## config.mk

```make
export PLATFORM = sky130hd
export DESIGN_NAME = imu_binary_packet_parser_top
export DESIGN_NICKNAME = d
export VERILOG_FILES = /design/src/sv/ibpp_pkg.sv /design/src/sv/ibpp_front.sv /design/src/sv/ibpp_tok_queue.sv /design/src/sv/ibpp_back.sv /design/src/sv/imu_binary_packet_parser_top.sv
export SDC_FILE = /design/constraint.sdc
export NUM_CORES = 1
export LEC_CHECK = 0
export ABC_AREA = 1
export CAP_MARGIN = 20
export CORE_MARGIN = 4
export CORE_UTILIZATION = 50
export DETAILED_ROUTE_END_ITERATION = 10
export DONT_BUFFER_PORTS = 1
export PLACE_DENSITY_LB_ADDON = 0.08
export SYNTH_ARGS = -nofsm -noshare
export SYNTH_HDL_FRONTEND = slang
export SYNTH_SLANG_ARGS = --single-unit
```

## constraint.sdc

```tcl
create_clock -name i_clk -period 6.37 [get_ports i_clk]
set_input_delay 0.637 -clock i_clk [delete_from_list [all_inputs] [get_ports i_clk]]
set_output_delay 0.637 -clock i_clk [all_outputs]
set_load 0.1 [all_outputs]
```

## src/sv/ibpp_pkg.sv

```systemverilog
`default_nettype none
// ----------------------------------------------------------------------------
// ibpp_pkg
// shared types and constants of the binary packet parser
// ----------------------------------------------------------------------------
package ibpp_pkg;

    localparam int MAX_PAYLOAD = 64;
    localparam logic [6:0] MAX_LEN = 7'(MAX_PAYLOAD);

    // only the first bytes of a payload ever reach a result
    localparam int KEEP_BYTES = 12;
    localparam int IDX_W = $clog2(KEEP_BYTES);

    localparam int TOK_DEPTH = 4;
    localparam int TQ_AW = $clog2(TOK_DEPTH);
    localparam int RQ_DEPTH = 2;
    localparam int RQ_AW = $clog2(RQ_DEPTH);

    localparam logic [7:0] SYNC_S = 8'h73;
    localparam logic [7:0] SYNC_N = 8'h6E;
    localparam logic [7:0] SYNC_P = 8'h70;
    localparam logic [15:0] SYNC_SUM = 16'(115 + 110 + 112);

    localparam logic [7:0] ADDR_QUAT = 8'd109;
    localparam logic [7:0] ADDR_GYRO = 8'd97;
    localparam logic [7:0] ADDR_ACCEL = 8'd101;

    localparam int HAS_DATA_BIT = 7;
    localparam int BATCH_BIT = 6;
    localparam logic [3:0] QUAT_MIN_BATCH = 4'd2;
    localparam logic [3:0] VEC_MIN_BATCH = 4'd3;

    localparam logic [1:0] CFG_ORIENT = 2'd0;
    localparam logic [1:0] CFG_GYRO = 2'd1;
    localparam logic [1:0] CFG_ACCEL = 2'd2;

    typedef enum logic [1:0] {
        KIND_QUAT  = 2'd0,
        KIND_GYRO  = 2'd1,
        KIND_ACCEL = 2'd2
    } t_kind;

    typedef enum logic [7:0] {
        PH_HUNT = 8'b0000_0001,
        PH_N    = 8'b0000_0010,
        PH_P    = 8'b0000_0100,
        PH_TYPE = 8'b0000_1000,
        PH_ADDR = 8'b0001_0000,
        PH_PAY  = 8'b0010_0000,
        PH_CKH  = 8'b0100_0000,
        PH_CKL  = 8'b1000_0000
    } t_phase;

    typedef struct packed {
        logic en_orient;
        logic en_gyro;
        logic en_accel;
    } t_cfg;

    // last = packet passed all checks, emit a result of this kind
    typedef struct packed {
        logic             last;
        logic [IDX_W-1:0] idx;
        logic [7:0]       data;
        t_kind            kind;
    } t_tok;

    typedef struct packed {
        t_kind       kind;
        logic [31:0] word_a;
        logic [31:0] word_b;
        logic [31:0] word_c;
        logic [15:0] word_d;
    } t_result;

endpackage
`default_nettype wire

```

## src/sv/ibpp_front.sv

```systemverilog
`default_nettype none
// ----------------------------------------------------------------------------
// ibpp_front
// framing state machine: sync hunt, header, checksum; emits byte tokens and result tokens
// ----------------------------------------------------------------------------
module ibpp_front (
    input  wire logic          i_clk,
    input  wire logic          i_rst_n,
    input  wire logic          i_accept,
    input  wire logic [7:0]    i_byte,
    input  wire ibpp_pkg::t_cfg i_cfg,
    output logic               o_tok_push,
    output ibpp_pkg::t_tok     o_tok
);
    import ibpp_pkg::*;

    t_phase      r_phase, n_phase;
    logic [7:0]  r_type, n_type;
    logic [7:0]  r_addr, n_addr;
    logic [5:0]  r_len, n_len;
    logic [5:0]  r_count, n_count;
    logic [15:0] r_sum, n_sum;
    logic [7:0]  r_ckh, n_ckh;

    logic [5:0] w_len;
    logic [3:0] w_blen;
    logic       w_batch;
    logic       w_match;
    logic       w_quat;
    logic       w_vec;

    assign w_len   = i_byte[BATCH_BIT] ? {i_byte[5:2], 2'b00} : 6'd4;
    assign w_blen  = r_type[5:2];
    assign w_batch = r_type[BATCH_BIT];
    assign w_match = ({r_ckh, i_byte} == r_sum);
    assign w_quat  = i_cfg.en_orient && (r_addr == ADDR_QUAT) && w_batch
                     && (w_blen >= QUAT_MIN_BATCH);
    assign w_vec   = ((i_cfg.en_gyro && (r_addr == ADDR_GYRO))
                     || (i_cfg.en_accel && (r_addr == ADDR_ACCEL)))
                     && w_batch && (w_blen >= VEC_MIN_BATCH);

    always_comb begin
        n_phase    = r_phase;
        n_type     = r_type;
        n_addr     = r_addr;
        n_len      = r_len;
        n_count    = r_count;
        n_sum      = r_sum;
        n_ckh      = r_ckh;
        o_tok_push = 1'b0;
        o_tok.last = 1'b0;
        o_tok.idx  = r_count[IDX_W-1:0];
        o_tok.data = i_byte;
        o_tok.kind = KIND_QUAT;
        if (i_accept) begin
            unique case (r_phase)
                PH_HUNT: begin
                    if (i_byte == SYNC_S) n_phase = PH_N;
                end
                PH_N: n_phase = (i_byte == SYNC_N) ? PH_P : PH_HUNT;
                PH_P: n_phase = (i_byte == SYNC_P) ? PH_TYPE : PH_HUNT;
                PH_TYPE: begin
                    n_type = i_byte;
                    if ({1'b0, w_len} > MAX_LEN) begin
                        n_phase = PH_HUNT;
                    end else begin
                        n_len   = w_len;
                        n_phase = PH_ADDR;
                    end
                end
                PH_ADDR: begin
                    n_addr  = i_byte;
                    n_count = '0;
                    n_sum   = SYNC_SUM + {8'd0, r_type} + {8'd0, i_byte};
                    if (!r_type[HAS_DATA_BIT]) n_phase = PH_HUNT;
                    else if (r_len == '0) n_phase = PH_CKH;
                    else n_phase = PH_PAY;
                end
                PH_PAY: begin
                    n_sum   = r_sum + {8'd0, i_byte};
                    n_count = r_count + 6'd1;
                    if (r_count < 6'(KEEP_BYTES)) o_tok_push = 1'b1;
                    if (({1'b0, r_count} + 7'd1) >= {1'b0, r_len}) n_phase = PH_CKH;
                end
                PH_CKH: begin
                    n_ckh   = i_byte;
                    n_phase = PH_CKL;
                end
                PH_CKL: begin
                    n_phase = PH_HUNT;
                    if (w_match && (w_quat || w_vec)) begin
                        o_tok_push = 1'b1;
                        o_tok.last = 1'b1;
                        if (w_quat) o_tok.kind = KIND_QUAT;
                        else if (r_addr == ADDR_GYRO) o_tok.kind = KIND_GYRO;
                        else o_tok.kind = KIND_ACCEL;
                    end
                end
                default: n_phase = PH_HUNT;
            endcase
        end
    end

    always_ff @(posedge i_clk) begin
        if (!i_rst_n) begin
            r_phase <= PH_HUNT;
            r_type  <= '0;
            r_addr  <= '0;
            r_len   <= '0;
            r_count <= '0;
            r_sum   <= '0;
            r_ckh   <= '0;
        end else begin
            r_phase <= n_phase;
            r_type  <= n_type;
            r_addr  <= n_addr;
            r_len   <= n_len;
            r_count <= n_count;
            r_sum   <= n_sum;
            r_ckh   <= n_ckh;
        end
    end

endmodule
`default_nettype wire

```

## src/sv/ibpp_tok_queue.sv

```systemverilog
`default_nettype none
// ----------------------------------------------------------------------------
// ibpp_tok_queue
// short token queue between the framing front and the result back
// ----------------------------------------------------------------------------
module ibpp_tok_queue (
    input  wire logic           i_clk,
    input  wire logic           i_rst_n,
    input  wire logic           i_push,
    input  wire ibpp_pkg::t_tok i_tok,
    input  wire logic           i_pop,
    output logic                o_full,
    output logic                o_empty,
    output ibpp_pkg::t_tok      o_head
);
    import ibpp_pkg::*;

    t_tok             r_mem [TOK_DEPTH];
    logic [TQ_AW-1:0] r_wp;
    logic [TQ_AW-1:0] r_rp;
    logic [TQ_AW:0]   r_cnt;

    assign o_full  = (r_cnt == (TQ_AW+1)'(TOK_DEPTH));
    assign o_empty = (r_cnt == '0);
    assign o_head  = r_mem[r_rp];

    always_ff @(posedge i_clk) begin
        if (i_push) r_mem[r_wp] <= i_tok;
    end

    always_ff @(posedge i_clk) begin
        if (!i_rst_n) begin
            r_wp  <= '0;
            r_rp  <= '0;
            r_cnt <= '0;
        end else begin
            if (i_push) r_wp <= r_wp + 1'b1;
            if (i_pop) r_rp <= r_rp + 1'b1;
            if (i_push && !i_pop) r_cnt <= r_cnt + 1'b1;
            else if (!i_push && i_pop) r_cnt <= r_cnt - 1'b1;
        end
    end

endmodule
`default_nettype wire

```

## src/sv/ibpp_back.sv

```systemverilog
`default_nettype none
// ----------------------------------------------------------------------------
// ibpp_back
// collects payload bytes, builds result words, holds the result queue
// ----------------------------------------------------------------------------
module ibpp_back (
    input  wire logic           i_clk,
    input  wire logic           i_rst_n,
    input  wire logic           i_tq_empty,
    input  wire ibpp_pkg::t_tok i_tq_head,
    output logic                o_tq_pop,
    input  wire logic           i_pop,
    output logic                o_empty,
    output ibpp_pkg::t_result   o_result
);
    import ibpp_pkg::*;

    logic [7:0]       r_pay [KEEP_BYTES];
    t_result          r_rq [RQ_DEPTH];
    logic [RQ_AW-1:0] r_wp;
    logic [RQ_AW-1:0] r_rp;
    logic [RQ_AW:0]   r_cnt;

    logic    w_rq_full;
    logic    w_rq_push;
    logic    w_rq_pop;
    t_result w_new;

    assign w_rq_full = (r_cnt == (RQ_AW+1)'(RQ_DEPTH));
    // a result token waits for room, a byte token never stalls
    assign o_tq_pop  = !i_tq_empty && (!i_tq_head.last || !w_rq_full);
    assign w_rq_push = o_tq_pop && i_tq_head.last;
    assign w_rq_pop  = i_pop && (r_cnt != '0);
    assign o_empty   = (r_cnt == '0);
    assign o_result  = r_rq[r_rp];

    always_comb begin
        w_new.kind = i_tq_head.kind;
        if (i_tq_head.kind == KIND_QUAT) begin
            w_new.word_a = {16'd0, r_pay[0], r_pay[1]};
            w_new.word_b = {16'd0, r_pay[2], r_pay[3]};
            w_new.word_c = {16'd0, r_pay[4], r_pay[5]};
            w_new.word_d = {r_pay[6], r_pay[7]};
        end else begin
            w_new.word_a = {r_pay[0], r_pay[1], r_pay[2], r_pay[3]};
            w_new.word_b = {r_pay[4], r_pay[5], r_pay[6], r_pay[7]};
            w_new.word_c = {r_pay[8], r_pay[9], r_pay[10], r_pay[11]};
            w_new.word_d = '0;
        end
    end

    always_ff @(posedge i_clk) begin
        if (o_tq_pop && !i_tq_head.last && (i_tq_head.idx < IDX_W'(KEEP_BYTES))) begin
            r_pay[i_tq_head.idx] <= i_tq_head.data;
        end
        if (w_rq_push) r_rq[r_wp] <= w_new;
    end

    always_ff @(posedge i_clk) begin
        if (!i_rst_n) begin
            r_wp  <= '0;
            r_rp  <= '0;
            r_cnt <= '0;
        end else begin
            if (w_rq_push) r_wp <= r_wp + 1'b1;
            if (w_rq_pop) r_rp <= r_rp + 1'b1;
            if (w_rq_push && !w_rq_pop) r_cnt <= r_cnt + 1'b1;
            else if (!w_rq_push && w_rq_pop) r_cnt <= r_cnt - 1'b1;
        end
    end

endmodule
`default_nettype wire

```

## src/sv/imu_binary_packet_parser_top.sv

```systemverilog
`default_nettype none
// ----------------------------------------------------------------------------
// imu_binary_packet_parser_top
// binary packet parser for a serial inertial sensor byte stream
// ----------------------------------------------------------------------------
// input channel: one received byte per beat on i_byte_in, taken when i_push
// is high and o_full is low. one byte per cycle is sustained; o_full rises
// only when the four-entry token queue backs up behind a stalled result side.
// result channel: o_empty low means a result is on o_sensor_kind and
// o_word_a..o_word_d; it is taken when i_pop is high. results leave a
// two-entry queue; while it has room a result passes the token queue into the
// registered result queue once the last checksum byte of its packet is accepted.
// at most one result per packet: quaternion, gyro or acceleration, only on a
// matching checksum from an enabled sensor address with a long enough batch.
// configuration: i_cfg_wr writes bit 0 of i_cfg_data to register i_cfg_idx
// (0 orientation, 1 gyro, 2 accel enable) in the same cycle; write only
// while the block is idle.
// reset (i_rst_n low, synchronous) returns to sync hunting, empties both
// queues and clears all enables. a stalled receiver fills the result queue,
// then the token queue, then raises o_full; nothing is lost.
// ----------------------------------------------------------------------------
module imu_binary_packet_parser_top (
    input  wire logic        i_clk,
    input  wire logic        i_rst_n,
    input  wire logic        i_push,
    output logic             o_full,
    input  wire logic [7:0]  i_byte_in,
    output logic             o_empty,
    input  wire logic        i_pop,
    output logic [1:0]       o_sensor_kind,
    output logic [31:0]      o_word_a,
    output logic [31:0]      o_word_b,
    output logic [31:0]      o_word_c,
    output logic [15:0]      o_word_d,
    input  wire logic        i_cfg_wr,
    input  wire logic [1:0]  i_cfg_idx,
    input  wire logic [0:0]  i_cfg_data
);
    import ibpp_pkg::*;

    t_cfg    r_cfg;
    logic    w_accept;
    logic    w_tq_push;
    t_tok    w_tq_in;
    logic    w_tq_full;
    logic    w_tq_empty;
    logic    w_tq_pop;
    t_tok    w_tq_head;
    t_result w_result;

    always_ff @(posedge i_clk) begin
        if (!i_rst_n) begin
            r_cfg <= '0;
        end else if (i_cfg_wr) begin
            unique case (i_cfg_idx)
                CFG_ORIENT: r_cfg.en_orient <= i_cfg_data[0];
                CFG_GYRO:   r_cfg.en_gyro <= i_cfg_data[0];
                CFG_ACCEL:  r_cfg.en_accel <= i_cfg_data[0];
                default: ;
            endcase
        end
    end

    assign o_full   = w_tq_full;
    assign w_accept = i_push && !w_tq_full;

    ibpp_front u_front (
        .i_clk      (i_clk),
        .i_rst_n    (i_rst_n),
        .i_accept   (w_accept),
        .i_byte     (i_byte_in),
        .i_cfg      (r_cfg),
        .o_tok_push (w_tq_push),
        .o_tok      (w_tq_in)
    );

    ibpp_tok_queue u_tok_queue (
        .i_clk   (i_clk),
        .i_rst_n (i_rst_n),
        .i_push  (w_tq_push),
        .i_tok   (w_tq_in),
        .i_pop   (w_tq_pop),
        .o_full  (w_tq_full),
        .o_empty (w_tq_empty),
        .o_head  (w_tq_head)
    );

    ibpp_back u_back (
        .i_clk      (i_clk),
        .i_rst_n    (i_rst_n),
        .i_tq_empty (w_tq_empty),
        .i_tq_head  (w_tq_head),
        .o_tq_pop   (w_tq_pop),
        .i_pop      (i_pop),
        .o_empty    (o_empty),
        .o_result   (w_result)
    );

    assign o_sensor_kind = w_result.kind;
    assign o_word_a      = w_result.word_a;
    assign o_word_b      = w_result.word_b;
    assign o_word_c      = w_result.word_c;
    assign o_word_d      = w_result.word_d;

    a_tq_no_overflow: assert property (@(posedge i_clk) disable iff (!i_rst_n)
        w_tq_push |-> !w_tq_full)
        else $error("token pushed into a full queue");

    a_tq_no_underflow: assert property (@(posedge i_clk) disable iff (!i_rst_n)
        w_tq_pop |-> !w_tq_empty)
        else $error("token popped from an empty queue");

    a_result_shows: assert property (@(posedge i_clk) disable iff (!i_rst_n)
        (w_tq_pop && w_tq_head.last) |=> !o_empty)
        else $error("result token consumed but no result queued");

endmodule
`default_nettype wire

```

### Word level (Yosys, flattened, before mapping)

Memories as Yosys holds them, arrays and structs flattened. A register that Yosys moved wholly into a read port is not among the register bits.
Index checks and enable logic that the tools add are counted.

* flip-flop bits (word level): 74
* output and inout port bits: 116
* memories: 3
* word-level logic and storage cells: 144
* input port bits: 16
* memory bits (writable): 384

* bitwise gates (word level): 1
* $add $sub $neg: 13
* magnitude comparators: 6
* reduce and logical (&&, ||, !) cells: 47
* mux-type cells: 37
* eq/ne operators: 21

Memory list
* u_back.r_rq: words 2, bits a word 114, read ports 1, clocked after Yosys merged registers in 1, wr ports 1, line ibpp_back.sv:19 `t_result r_rq [RQ_DEPTH];`
* u_back.r_pay: words 12, bits a word 8, read ports 12, clocked after Yosys merged registers in 0, wr ports 1, line ibpp_back.sv:18 `logic [7:0] r_pay [KEEP_BYTES];`
* u_tok_queue.r_mem: words 4, bits a word 15, read ports 1, clocked after Yosys merged registers in 1, wr ports 1, line ibpp_tok_queue.sv:18 `t_tok r_mem [TOK_DEPTH];`

Operators by type and width (number)
* 112-bit 2-to-1 mux: 1
* 8-bit by 7-bit equality test with 1-bit output, second input constant: 7
* 8-bit case mux with 7 select lines: 1
* 16-bit by 8-bit adder with 16-bit output: 2
* 16-bit case mux with 2 select lines: 1
* 8-bit 2-to-1 mux: 3
* 1-bit logical AND: 18
* 2-bit 2-to-1 mux: 9
* 16-bit equality test: 1
* 2-bit AND reduction: 7
* 1-bit 2-to-1 mux: 13
* 6-bit case mux with 2 select lines: 1
* 9-bit by 8-bit adder with 10-bit output, first input constant: 1
* 3-bit 2-to-1 mux: 3
* 8-bit by 1-bit equality test with 1-bit output, second input constant: 1
* 8-bit by 2-bit equality test with 1-bit output, second input constant: 1
* 8-bit by 3-bit equality test with 1-bit output, second input constant: 1
* 8-bit by 4-bit equality test with 1-bit output, second input constant: 1
* 8-bit by 5-bit equality test with 1-bit output, second input constant: 1
* 8-bit by 6-bit equality test with 1-bit output, second input constant: 1
* 8-bit equality test, second input constant: 1
* 4-bit by 2-bit >= comparator with 1-bit output, second input constant: 2
* 1-bit zero test: 8
* 2-bit nonzero test: 4
* other kinds (26): 36

### Depth between registers and ports, before layout

* depth in word-level cells: 14
* depth in mapped cells: 18
* gate-level depth less buffers: 18

### Modules after synthesis

Synthesis repeated with hierarchy kept, for this count alone.

* cells, all modules: 1606
* area total of the unflattened synthesis: 19726.4 um^2

By module, submodules not included
* ibpp_back: cells an instance 764, times used 1, sequential area each 9829.4 um^2, area an instance 12713.4 um^2
* ibpp_front: cells an instance 614, times used 1, sequential area each 1161.1 um^2, area an instance 4076.4 um^2
* ibpp_tok_queue: cells an instance 203, times used 1, sequential area each 1981.9 um^2, area an instance 2788.9 um^2
* imu_binary_packet_parser_top: cells an instance 25, times used 1, sequential area each 60.1 um^2, area an instance 147.6 um^2

### Least setup slack after synthesis

OpenSTA, ideal clock, no wires.

* path type: flip-flop to flip-flop
* from: reg with a tool-made name
* to: mem u_back.r_rq[1][0] (netlist name) (enable)
* data arrival time: 5.853 ns
* period minus slack after synthesis: 6.444 ns
* stages on the path, launching flop included: 12
* slack: -0.074 ns
* cell sequence: dfxtp_1 inv_2 buf_4 nand2_1 nand2_1 nand2_1 o21ai_2 nand3_1 nand2_1 inv_1 nand2_1 nor2_1

RTL lines (line)
* to (decl): ibpp_back.sv:19

==> PnR_summary.wiki <==
{| class="wikitable"
! Metric !! Value
|-
| Result of the run || complete, no violations
|-
| Nets@finish || approximately 1,700
|-
| Required time at the worst-slack endpoint || ~6.7 ns
|-
| Worst supply voltage drop on vdd || about 450 uV
|-
| Mean routed wirelength per cell || between 15 and 20 um
|-
| Period Utilization, post-route || around 64%
|-
| Buffers inserted by post-CTS timing repair || 0
|-
| Hold-fix buffers, CTS || 0
|-
| Residual DRC || 0
|-
| Largest cells by area after synthesis || edfxtp_1, dfxtp_1, mux2_2
|-
| Number of ports placed on the die boundary || around 130
|-
| Worst reg2reg endpoint || u_back.r_rq[1][57]
|-
| Max-capacitance violation count || 0
|-
| Setup tns final || 0 ns
|-
| Dominant cell type by count on the critical path || inv_2
|-
| Hold Path Stages || 0
|-
| Clock slew at the register clock pins of the worst setup and hold paths || 0.06 ns
|-
| Clock insertion delay at the later pin of the skew report || 0.58 ns
|-
| Proportion of synthesized flip-flops having asynchronous set or reset || 0%
|-
| Arrival time at the worst endpoint || 4.36 ns
|-
| Number of unique standard cell types used by synthesis || between 40 and 50
|-
| Largest net degree at the start of global routing || 115
|-
| Final worst clock skew || 0.0163 ns
|-
| Antenna violations before repair || 0
|-
| Synthesis-to-finish area growth || 10.4%
|-
| Via density || 5.24
|-
| Category of the most critical setup path || register to register
|-
| Placeable core region || 37,900 um^2
|-
| CTS tree || done
|-
| Total of cells resized after clock tree synthesis || 0
|-
| Count of H-tree levels built during CTS || 2
|-
| Stage delay of the slowest cell on the critical path || a little over 1 ns
|-
| Ant diodes || 0
|-
| GPL Wtd Cong || ~0.85
|-
| CTS Buffer Depth || 3
|-
| P per Cell Area || 539 nW/um^2
|-
| Sink of the worst hold path || u_tok_queue.r_mem[3][6]
|-
| Commonest non-fill, non-tap cells in the layout || edfxtp_1, nand2_1, nor2_1
|-
| Wire length of the first global-routing pass || around 64,000 um
|-
| GRT Overall Usage || about a fifth
|-
| Fill cell instance count of the final layout || around 3,200
|-
| First drt pass iteration count || 4
|-
| Hold WC Path Type || primary input to register
|-
| Initial DRC Count || just under 700
|-
| Detail Route Antenna Nets || 0
|-
| Dominant delay contributor by cell family on the critical path || buffers and inverters
|-
| Sequential fraction of the synthesis area || 67.3%
|-
| Number of hold-slack violations in the final timing report || 0
|-
| Number of enable flip-flop cells after synthesis || 384
|-
| Cell with the largest stage delay on the worst path || dfxtp_1
|-
| Total nets after synthesis || about 1,700
|-
| Most frequent standard cell in the layout excluding fill and tap cells || edfxtp_1
|-
| Share of cells above drive strength 1 || 14.5%
|-
| Std-Cell Rows || between 70 and 80
|-
| Synthesized instance count || about 1,600
|-
| Total number of clock tree sinks || roughly 460
|-
| Master cell of the clock root buffer || clkbuf_16
|-
| CP Cell Sequence || inv_2 -> nand2_1 -> a32oi_2 -> inv_2 -> nand2_4 -> inv_2 -> buf_4 -> o21ai_1
|-
| Setup repair after global routing missed its margin || no
|-
| Yosys top cell area share || about three fifths
|-
| Chip Height || about 200 um
|-
| Buffers plus inverters on the worst setup path || 4
|-
| Post-synthesis average cell area || 11.9 um^2
|-
| Overall die width || ~200 um
|-
| Starting utilization of the core area || between 50% and 60%
|-
| Area of the mapped netlist || about 19,000 um^2
|-
| Die Outline Area || 42,000 um^2
|-
| Top FF cell, synth || edfxtp_1
|-
| Grt total ovfl || 0
|-
| Worst slew pin tran || roughly 1.1 ns
|-
| Number of cells in the finished layout apart from fillers || between 2,000 and 2,500
|-
| Count of endpoints failing setup in the final report || 0
|-
| Number of global-route vias before repair || roughly 11,000
|-
| Port Buffers || 0
|-
| Critical Path End Type || register
|-
| Maximum operating frequency || between 200 and 250 MHz
|-
| Slack of the worst reg-to-reg path || 2.31 ns
|-
| Leakage component of the power || between 7 and 8 nW
|-
| Multi-input combinational cell area || around 5400 um^2
|-
| Minimum period implied by the final worst setup slack || a little over 4 ns
|-
| Rel. slew slack || 25.1%
|-
| Startpoint of the lowest-slack hold path || i_byte_in[4]
|-
| Detailed-placement wirelength estimate || 27,200 um
|-
| Flip-flop and latch count after synthesis || about 460
|-
| # placed instances || between 2,000 and 2,500
|-
| Worst reg2reg path depth || 8
|-
| Number of warnings reported in the yosys synthesis log || 0
|-
| Total routed wirelength || 41,500 um
|-
| Slew Limit Fails || 0
|-
| Via count || between 10,000 and 15,000
|-
| Clock buffers created by TritonCTS || 47
|-
| Critical Path Start Type || register
|-
| Maximum fanout encountered on the critical timing path || 81
|-
| Cell taking the most area after synthesis || edfxtp_1
|-
| Sequential cell area || 13,000 um^2
|}
==> worst register-to-register path: stages, from the launching register on <==
cell     delay (ns)
dfxtp_1        1.01
inv_2          0.45
nand2_1        0.19
a32oi_2        0.13
inv_2          0.10
nand2_4        0.40
inv_2          0.80
buf_4          0.53
o21ai_1        0.16
==> metal layers <==
layer | GRT usage (%) | wire, um | vias to the layer above
met1 | 24.6 | 17400 | 5512
met3 | 3.51 | 1640 | 81
met2 | 34.4 | 21000 | 200
li1 | - | - | 5616
met5 | 0 | 0 | -
met4 | 7.75 | 1480 | 0
==> worst max-delay path by stage <==
stage                        start            endpoint  slack [ns]  cells after the start
after floorplan           register   u_back.r_rq[1][0]        1.86                     11
after global placement    register  u_back.r_rq[0][57]        2.41                      8
after detailed placement  register  u_back.r_rq[0][57]        2.23                      8
after CTS                 register  u_back.r_rq[1][57]        2.22                      8
after global routing      register  u_back.r_rq[0][60]        1.81                      9
final                     register  u_back.r_rq[1][57]        2.31                      8
==> state kept, by name, summed over array words and instances, names as in the netlist, named ones only <==
register           flops
u_back.r_rp            1
u_tok_queue.r_wp       2
u_front.r_type         8
u_back.r_pay          96
u_tok_queue.r_mem     60
u_front.r_addr         8
u_tok_queue.r_cnt      3
u_front.r_count        6
r_cfg                  3
u_tok_queue.r_rp       2
u_front.r_len          4
u_front.r_ckh          8
u_front.r_phase        8
u_back.r_rq          228
u_back.r_cnt           2
u_back.r_wp            1
u_front.r_sum         16
==> cells in the mapped netlist (10+ instances only) <==
library cell	number
mux2_2	114
clkbuf_1	12
nand4_1	13
nand3_1	56
a21oi_1	68
inv_1	177
buf_2	24
dfxtp_1	75
nand2_1	241
nor2_1	187
ha_1	28
o21ai_0	100
o21ai_1	27
inv_2	10
edfxtp_1	384
xor2_1	12
==> per-stage QoR <==
| stage | power (mW) | utilization (%) | hold slack (ns) | setup slack, ns | cell area, um^2 |
|---|---|---|---|---|---|
| after global placement | 8.97 | 52.4 | 0.459 | 2.41 | 19900 |
| after detailed placement | 9.03 | 52.4 | 0.457 | 2.23 | 19900 |
| after floorplan | 8.27 | - | 0.430 | 1.86 | 19400 |
| final | 11.5 | 56.4 | 0.160 | 2.31 | 21400 |
| after global routing | 12.1 | 56.4 | 0.126 | 1.81 | 21400 |
| after CTS | 11.7 | 56.4 | 0.122 | 2.22 | 21400 |
==> power breakdown <==
part           internal [mW]  leakage, nW  switching [mW]  total [mW]
sequential              4.18         4.14           0.213        4.40
clock                   1.53        0.732            1.11        2.64
combinational          0.717         3.11            3.77        4.49
==> cells by family after synthesis <==
| logic type | after synthesis | synth area share [%] |
|---|---|---|
| AO/OA/AOI/OAI | 223 | 6.24 |
| flip-flops | 459 | 67.3 |
| multiplexers | 114 | 6.63 |
| buffers and inverters | 244 | 5.19 |
| XOR/XNOR | 17 | 0.769 |
| adder cells (fa/ha/maj) | 31 | 2.12 |
| AND/OR/NAND/NOR | 536 | 11.8 |
==> layout make-up <==
type                    instances  share of cell area (%)
well taps                     511                    2.99
clock inverters                15                   0.527
flip-flops and latches        459                    61.0
multi-input cells             921                    25.2
repair buffers                 10                   0.468
inverters                     192                    3.41
clock buffers                  71                    6.43
Power figures use the tool's default switching activity.
